`src/sv/pcrc_pkg.sv`:
```
// ----------------------------------------------------------------------------
// pcrc_pkg
// Shared types and constants for the programmable bit-serial CRC.
// ----------------------------------------------------------------------------
package pcrc_pkg;

  localparam int MAX_DEGREE = 32;
  localparam int REM_W      = MAX_DEGREE;
  localparam int CNT_W      = (MAX_DEGREE > 1) ? $clog2(MAX_DEGREE) : 1;
  localparam int DEG_W      = 6;
  localparam int COEF_W     = 32;
  localparam int CFG_W      = 32;
  localparam int CFG_IDX_W  = 1;
  localparam int EXT_W      = (REM_W > COEF_W) ? REM_W : COEF_W;

  localparam logic [DEG_W-1:0]  DEGREE_RESET = DEG_W'(16);
  localparam logic [COEF_W-1:0] COEFFS_RESET = COEF_W'(32'h0000_1021);

  localparam logic [CFG_IDX_W-1:0] REG_GEN_DEGREE     = CFG_IDX_W'(0);
  localparam logic [CFG_IDX_W-1:0] REG_GEN_LOW_COEFFS = CFG_IDX_W'(1);

  typedef struct packed {
    logic message_bit;
    logic last_bit;
  } pcrc_in_t;

  typedef struct packed {
    logic check_bit;
    logic last_check;
    logic remainder_zero;
  } pcrc_out_t;

  typedef struct packed {
    logic [DEG_W-1:0]  gen_degree;
    logic [COEF_W-1:0] gen_low_coeffs;
  } pcrc_cfg_t;

  // snapshot handed from the divider to the output shifter
  typedef struct packed {
    logic             load;
    logic [REM_W-1:0] rem;
    logic [CNT_W-1:0] deg_m1;
    logic             zero;
  } pcrc_load_t;

endpackage

```
`src/sv/programmable_crc_bit_serial.sv`:
```
// ----------------------------------------------------------------------------
// programmable_crc_bit_serial
// Bit-serial CRC with programmable generator degree and coefficients.
// ----------------------------------------------------------------------------
// Input channel: one message bit per transaction, MSB first; last_bit marks
// the final bit. Each accepted bit runs one division step into the remainder
// register in the same cycle, so a bit can be taken every cycle unless stalled.
// Output channel: on the final bit the remainder (degree bits) is copied to an
// output shifter and leaves one bit per transaction, MSB first, starting the
// cycle after the final bit is accepted. last_check marks the last remainder
// bit; remainder_zero is the same on every bit of a run.
// Throughput: 1 bit per cycle while in_stall is low. Bits of the next message
// are accepted while the previous remainder drains; only a new final bit waits
// (in_stall) until the shifter is free or is sending its last bit.
// Receiver stall: the shifter holds its current bit, nothing is lost.
// Reset: remainder cleared, shifter empty, degree 16, coefficients 0x1021.
// Configuration: write only between messages with no output pending.
// ----------------------------------------------------------------------------
module programmable_crc_bit_serial (
  input  logic                             clk,
  input  logic                             rst_n,
  input  logic                             cfg_we,
  input  logic [pcrc_pkg::CFG_IDX_W-1:0]   cfg_index,
  input  logic [pcrc_pkg::CFG_W-1:0]       cfg_wdata,
  input  logic                             in_valid,
  output logic                             in_stall,
  input  pcrc_pkg::pcrc_in_t               in_data,
  output logic                             out_valid,
  input  logic                             out_stall,
  output pcrc_pkg::pcrc_out_t              out_data
);
  import pcrc_pkg::*;

  pcrc_cfg_t  cfg_r;
  pcrc_cfg_t  cfg_nxt;
  pcrc_load_t load;
  logic       drain_busy;
  logic       drain_done;
  logic       in_fire;

  always_comb begin
    cfg_nxt = cfg_r;
    if (cfg_we) begin
      case (cfg_index)
        REG_GEN_DEGREE:     cfg_nxt.gen_degree     = cfg_wdata[DEG_W-1:0];
        REG_GEN_LOW_COEFFS: cfg_nxt.gen_low_coeffs = cfg_wdata[COEF_W-1:0];
        default:            cfg_nxt = cfg_r;
      endcase
    end
  end

  always_ff @(posedge clk) begin
    if (!rst_n) begin
      cfg_r.gen_degree     <= DEGREE_RESET;
      cfg_r.gen_low_coeffs <= COEFFS_RESET;
    end else begin
      cfg_r <= cfg_nxt;
    end
  end

  // only a final bit needs the shifter
  assign in_stall = drain_busy && in_data.last_bit && !drain_done;
  assign in_fire  = in_valid && !in_stall;

  pcrc_core u_core (
    .clk     (clk),
    .rst_n   (rst_n),
    .cfg     (cfg_r),
    .in_fire (in_fire),
    .in_data (in_data),
    .load    (load)
  );

  pcrc_drain u_drain (
    .clk       (clk),
    .rst_n     (rst_n),
    .load      (load),
    .busy      (drain_busy),
    .done_now  (drain_done),
    .out_valid (out_valid),
    .out_stall (out_stall),
    .out_data  (out_data)
  );

endmodule

```
`src/sv/pcrc_core.sv`:
```
// ----------------------------------------------------------------------------
// pcrc_core
// Remainder register and one shift/XOR division step per accepted bit.
// ----------------------------------------------------------------------------
module pcrc_core (
  input  logic                clk,
  input  logic                rst_n,
  input  pcrc_pkg::pcrc_cfg_t cfg,
  input  logic                in_fire,
  input  pcrc_pkg::pcrc_in_t  in_data,
  output pcrc_pkg::pcrc_load_t load
);
  import pcrc_pkg::*;

  logic [REM_W-1:0] rem_r;
  logic [REM_W-1:0] rem_nxt;
  logic [DEG_W:0]   deg_eff;
  logic [CNT_W-1:0] deg_m1;
  logic [REM_W-1:0] mask;
  logic [EXT_W-1:0] coef_ext;
  logic [REM_W-1:0] poly;
  logic [REM_W-1:0] rem_masked;
  logic [REM_W-1:0] rem_step;
  logic             fb;

  // clamp the programmed degree to 1..MAX_DEGREE
  always_comb begin
    if (cfg.gen_degree == '0) begin
      deg_eff = (DEG_W+1)'(1);
    end else if ({1'b0, cfg.gen_degree} > (DEG_W+1)'(MAX_DEGREE)) begin
      deg_eff = (DEG_W+1)'(MAX_DEGREE);
    end else begin
      deg_eff = {1'b0, cfg.gen_degree};
    end
  end

  assign deg_m1 = CNT_W'(deg_eff - (DEG_W+1)'(1));

  always_comb begin
    for (int i = 0; i < REM_W; i++) begin
      mask[i] = (i < int'(deg_eff));
    end
  end

  assign coef_ext   = EXT_W'(cfg.gen_low_coeffs);
  assign poly       = coef_ext[REM_W-1:0] & mask;
  assign rem_masked = rem_r & mask;
  assign fb         = rem_masked[deg_m1] ^ in_data.message_bit;
  assign rem_step   = ((rem_masked << 1) & mask) ^ (fb ? poly : '0);

  always_comb begin
    rem_nxt = rem_r;
    if (in_fire) begin
      rem_nxt = in_data.last_bit ? '0 : rem_step;
    end
  end

  always_ff @(posedge clk) begin
    if (!rst_n) begin
      rem_r <= '0;
    end else begin
      rem_r <= rem_nxt;
    end
  end

  assign load.load   = in_fire && in_data.last_bit;
  assign load.rem    = rem_step;
  assign load.deg_m1 = deg_m1;
  assign load.zero   = (rem_step == '0);

endmodule

```
`src/sv/pcrc_drain.sv`:
```
// ----------------------------------------------------------------------------
// pcrc_drain
// Holds a finished remainder and sends it out one bit per transaction, MSB first.
// ----------------------------------------------------------------------------
module pcrc_drain (
  input  logic                 clk,
  input  logic                 rst_n,
  input  pcrc_pkg::pcrc_load_t load,
  output logic                 busy,
  output logic                 done_now,
  output logic                 out_valid,
  input  logic                 out_stall,
  output pcrc_pkg::pcrc_out_t  out_data
);
  import pcrc_pkg::*;

  logic             busy_r;
  logic             busy_nxt;
  logic [CNT_W-1:0] cnt_r;
  logic [CNT_W-1:0] cnt_nxt;
  logic [REM_W-1:0] snap_r;
  logic [REM_W-1:0] snap_nxt;
  logic             zero_r;
  logic             zero_nxt;
  logic             out_fire;

  assign out_fire = busy_r && !out_stall;
  assign done_now = out_fire && (cnt_r == '0);

  always_comb begin
    busy_nxt = busy_r;
    cnt_nxt  = cnt_r;
    snap_nxt = snap_r;
    zero_nxt = zero_r;
    if (out_fire) begin
      if (cnt_r == '0) begin
        busy_nxt = 1'b0;
      end else begin
        cnt_nxt = cnt_r - CNT_W'(1);
      end
    end
    // top level only loads when idle or on the final bit going out
    if (load.load) begin
      busy_nxt = 1'b1;
      cnt_nxt  = load.deg_m1;
      snap_nxt = load.rem;
      zero_nxt = load.zero;
    end
  end

  always_ff @(posedge clk) begin
    if (!rst_n) begin
      busy_r <= 1'b0;
      cnt_r  <= '0;
    end else begin
      busy_r <= busy_nxt;
      cnt_r  <= cnt_nxt;
    end
  end

  always_ff @(posedge clk) begin
    snap_r <= snap_nxt;
    zero_r <= zero_nxt;
  end

  assign busy                    = busy_r;
  assign out_valid               = busy_r;
  assign out_data.check_bit      = snap_r[cnt_r];
  assign out_data.last_check     = (cnt_r == '0);
  assign out_data.remainder_zero = zero_r;

endmodule

```
`config.mk`:
```
export PLATFORM = sky130hd
export DESIGN_NAME = programmable_crc_bit_serial
export DESIGN_NICKNAME = d
export VERILOG_FILES = /design/src/sv/pcrc_pkg.sv /design/src/sv/programmable_crc_bit_serial.sv /design/src/sv/pcrc_core.sv /design/src/sv/pcrc_drain.sv
export SDC_FILE = /design/constraint.sdc
export NUM_CORES = 1
export LEC_CHECK = 0
export ABC_AREA = 1
export BUFFER_PORTS_ARGS = -buffer_cell sky130_fd_sc_hd__clkbuf_2
export CAP_MARGIN = 20
export CORE_UTILIZATION = 40
export CTS_BUF_LIST = sky130_fd_sc_hd__clkbuf_8
export DETAILED_ROUTE_END_ITERATION = 12
export PLACE_DENSITY = 0.62
export SETUP_SLACK_MARGIN = 0.3
export SYNTH_ARGS = -nofsm -noshare
export SYNTH_HDL_FRONTEND = slang
export SYNTH_HIERARCHICAL = 1
export SYNTH_SLANG_ARGS = --single-unit
```
`constraint.sdc`:
```
create_clock -name clk -period 5.3 [get_ports clk]
set_input_delay 0.53 -clock clk [delete_from_list [all_inputs] [get_ports clk]]
set_output_delay 0.53 -clock clk [all_outputs]
set_load 0.02 [all_outputs]
```
## Word-level counts from Yosys, hierarchy flattened

Cells that the tools add are included.
Widths: inputs -> output; s select.

- Logic and storage cells: 83
- Bits in registers: 109
- Bits in writable memories: 0
- Memories kept: 0
- Latch bits: 0
- Input port bits: 40
- Bits in read-only memories: 0

- Multipliers: 0
- $lt $le $gt $ge: 35
- Shifts and indexed selects: 0
- Multiplexer cells: 14
- Div/mod/pow operators: 0
- Equality and inequality tests: 1
- Reductions and logical operators: 18
- Add/subtract/negate cells: 2
- Bitwise gates (word level): 6

Operators by type and width:

| operator | count |
|---|---|
| $and 32x32->32 | 3 |
| $lt 5x6->1 const A | 16 |
| $mux 32 | 2 |
| $lt 4x6->1 const A | 8 |
| $logic_not 32->1 | 1 |
| $xor 32x32->32 | 1 |
| $lt 3x6->1 const A | 4 |
| $mux 5 | 3 |
| $lt 1x6->1 const A | 2 |
| $lt 2x6->1 const A | 2 |
| $lt 5x6->1 const B | 2 |
| $mux 6 | 2 |
| $bmux 1 s5 | 2 |
| $sub 5x1->5 const B | 2 |
| $reduce_and 2->1 | 4 |
| $gt 6x6->1 const B | 1 |
| $logic_and 1x1->1 | 6 |
| $logic_not 6->1 | 1 |
| $logic_not 5->1 | 1 |
| $mux 1 | 5 |
| $reduce_bool 2->1 | 2 |
| $logic_not 1->1 | 3 |
| $ne 2x1->1 const B | 1 |
| $not 1->1 | 1 |
| $xor 1x1->1 | 1 |

## Depth between registers and ports, before layout

- Depth in word-level cells: 11
- Mapped depth: 23
- Depth with buffers taken out: 22

## Hierarchy

Netlist, hierarchy kept.

Modules (own cells, without submodules):

| module | cells each | instances | sequential area each (um2) | area an instance (um2) |
|---|---|---|---|---|
| pcrc_core | 634 | 1 | 640.6 | 3308.2 |
| pcrc_drain | 165 | 1 | 1111.1 | 1794.2 |
| programmable_crc_bit_serial | 182 | 1 | 760.7 | 1405.1 |

## Worst setup path after synthesis

Ideal clock, no wire load.

- Path kind: reg2reg
- Start: reg u_drain.cnt_r[0]
- End: reg u_drain.cnt_r[3]
- Data required time: 5.185 ns
- Library setup time: 0.115 ns
- Cell stages (with the launch flop): 19
- Arrival time: 2.856 ns
- Slack: 2.329 ns
- Cells stage by stage: dfxtp_1 -> buf_6 -> inv_8 -> buf_12 -> ha_1 -> inv_1 -> nor2_8 -> nand3_4 -> nor3_1 -> nor2_1 -> nor2_1 -> nand2_1 -> inv_1 -> buf_2 -> inv_1 -> nand2_4 -> nand2_1 -> a21oi_1 -> nor2_1

RTL lines:

| what | line | RTL |
|---|---|---|
| start: declaration | pcrc_drain.sv:19 | `logic [CNT_W-1:0] cnt_r;` |
| start signal: assignment | pcrc_drain.sv:57 | `cnt_r <= cnt_nxt;` |

==> results.py <==
metrics = {
    "setup_path": {
        "startpoint_type": "register",
        "crit_chain": "nor2_1 -> buf_4 -> nand3_2 -> nand2_1 -> inv_1 -> nand3_1 -> nand3_1 -> nand2_1 -> nand3_1 -> nand3_2 -> nand2_1 -> nand2_2 -> buf_4 -> nand3_1 -> nand2_1 -> nand2_1 -> nor2_1 -> nand2_1 -> nor2_1 -> nand2_1 -> nor2_1",
        "end_kind": "register",
        "reg2regPathDepth": 21,
        "cp.depth": 21,
        "path_max_fanout": 54,
        "critical_path_arrival_ns": 3.92,
        "cp_num_buf_inv": 3,
        "cp_top_family": "simple AND/OR/NAND/NOR gates",
        "cpPeakStageDelay_ns": 0.45,
        "critPathMostFrequentCell": "nand2_1",
        "cpMaxStageDelayCell": "buf_4",
        "crit_required_ns": 5.56,
        "path_class": "register to register",
    },
    "placement": {
        "placed_area_um2": 6730,
        "routabilityCongestion": 0.931,
        "portBuffers": 44,
        "place_inst": 1199,
        "hpwlAfterDp_um": 12900,
    },
    "drt": {
        "drc_errors": 0,
        "dr.pass1.iters": 7,
        "route.vias.total": 5972,
        "routed_via_density": 4.91,
        "drtAntennaViolNets": 0,
        "wl_um": 17200,
        "drt-wirelength-per-cell_um": 14.1,
        "drt_iter0_markers": 468,
    },
    "floorplan": {
        "die_h_um": 130,
        "fp.dieW_um": 130,
        "io_pins": 45,
        "start_util_pct": 41.0,
        "die_area_um2": 16800,
        "rows": 46,
        "core_um2": 15900,
    },
    "power": {
        "seq_power_share_pct": 49.0,
        "comb_power_share_pct": 23.7,
        "p_switching_mw": 0.653,
        "internal-power_mw": 1.28,
        "ir_worst_vdd_mv": 0.133,
        "power_density_nw_per_um2": 277,
        "clockPowerShare_pct": 27.3,
        "switching_share_pct": 33.8,
        "leakagePower_nw": 3.06,
    },
    "finish": {
        "nNetsFinal": 1036,
        "mostFrequentLayoutCells": "nand2_1, nor2_1, inv_1",
        "fillers": 1728,
        "drive_gt1_share_pct": 11.9,
        "layout_commonest_cell": "nand2_1",
        "seqCellArea_um2": 2510,
        "fin_area_um2": 6960,
        "final_util_pct": 43.8,
        "final_cells": 1216,
        "areaGrowthSynthToFinish_pct": 6.96,
        "antenna-diode-count": 0,
        "multi_input_area_um2": 3220,
    },
    "clock_network": {
        "clock_sinks": 109,
        "cts_root_buffer": "clkbuf_8",
        "cts_resized": 0,
        "cts_tree": "built",
        "cts.htree.levels": 3,
        "worstSkewPairLatency_ns": 0.39,
        "cts.reportedPaths.clkPinSlew_ns": 0.10,
        "numCtsBuffers": 9,
        "post_cts_hold_buffer_count": 0,
        "postCtsSetupBuffers": 0,
        "cts_buffer_depth": 2,
    },
    "sta": {
        "hold_viol_final": 0,
        "hold_slack_ns": 0.336,
        "fin_setup_tns_ns": 0,
        "max_freq_mhz": 273,
        "relSlewSlack_pct": 46.8,
        "fin_crit_sh_pct": 69.1,
        "setup-violations-final": 0,
        "maxSlewViolCount": 0,
        "tightest_slew_ns": 0.796,
        "rsz0062_at_grt": "no",
        "layout_min_cycle_time_ns": 3.66,
        "skew_ns": 0.0114,
    },
    "logic_synthesis": {
        "synth_top_area_cell": "dfxtp_1",
        "ys_top_cells_by_area": "dfxtp_1, nand2_1, edfxtp_1, nor2_1, nand3_1",
        "syn_nets": 1022,
        "yosysWarnings": 6,
        "synth_area_um2": 6510,
        "ys_ff_latch": 109,
        "avgSynthCellArea_um2": 6.63,
        "synth_cell_types": 40,
        "synthDominantCellAreaShare_pct": 23.4,
        "synthCells": 981,
        "seq_area_frac_synth_pct": 38.6,
    },
    "global_route": {
        "antenna_found_initial": 0,
        "grt_usage_pct": 21.9,
        "grt_first_pass_wirelength_um": 28200,
        "overflow": 0,
        "first_global_vias": 5407,
        "grt_max_degree": 55,
    },
    "outcome": {
        "outcome": "finished clean",
    },
    "job": {
        "timing.max_cap.violations": 0,
    },
    "hold_path": {
        "worstHoldPathType": "input pin to register",
        "hold_depth": 3,
    },
}
## path summary, 6_finish.rpt
check | from | slack (ns) | endpoint
worst min register to register | u_core/rem_r[18] | 0.48 | u_core/rem_r[18]
worst min-delay path | cfg_wdata[12] | 0.34 | cfg_r[12]
worst max register to register | cfg_r[37] | 1.64 | u_drain/zero_r
worst max-delay path | cfg_r[37] | 1.64 | u_drain/zero_r
## worst register-to-register path: cells and delay by family, from the launching register on
family / cells / cell delay (ns)
DFF: 1 / 0.40
buffers and inverters: 3 / 0.90
and+or+nand+nor: 18 / 2.22
## synthesized netlist by cell type (all sizes together)
master	instances
buf	33
ha	1
dfxtp	76
o21ai	46
and2	1
and3	5
nand3b	1
nand3	98
nor3	3
o21bai	1
clkinv	1
nor2	172
o211ai	2
nand4	38
a21boi	2
o22ai	1
a22oi	1
edfxtp	33
nand2	284
clkbuf	15
inv	118
a21oi	49
## per-stage QoR
stage,worst slack [ns],power [mW]
final,1.64,1.93
after global routing,1.26,2.04
after CTS,1.66,1.94
after detailed placement,1.68,1.42
after global placement,1.72,1.42
after floorplan,2.33,1.32
## logic make-up after synthesis
logic type	after synthesis	share of synthesized area, %
AND/OR/NAND/NOR	602	40.8
buffers and inverters	167	12.0
flip-flops	109	38.6
AO/OA/AOI/OAI	102	8.46
adder cells (fa/ha/maj)	1	0.192
## state kept, by name, summed over array words and instances, names as in the netlist
signal / cells
u_core/rem_r: 32
u_drain/cnt_r: 5
u_drain/zero_r: 1
cfg_r: 38
u_drain/busy: 1
u_drain/snap_r: 32
## cell type report
class                           count  area share, %
Clock buffer                       10           1.98
Clock inverter                      6           1.01
Inverter                          119           6.58
Multi-Input combinational cell    705           46.3
Sequential cell                   109           36.1
Tap cell                          216           3.88
Timing Repair Buffer               51           4.21
## power by group through the flow
stage               clock (mW)  combinational, mW  sequential, mW
floorplan                    0              0.373           0.942
global placement             0              0.451           0.964
detailed placement           0              0.453           0.965
CTS                      0.544              0.454           0.946
global route             0.574              0.517           0.952
finish                   0.526              0.458           0.946
## metal layers
metal  global-route usage (%)  vias up  wire, um  share of wire [%]
li1                         -     3162         -                  -
met1                     32.0     2592      8460                 49
met2                     32.6      193      7220                 42
met3                     3.18       25      1140                6.6
met4                     7.80        0       333                1.9
met5                        0        -         0                  0
(Power assumes the default switching activity.)
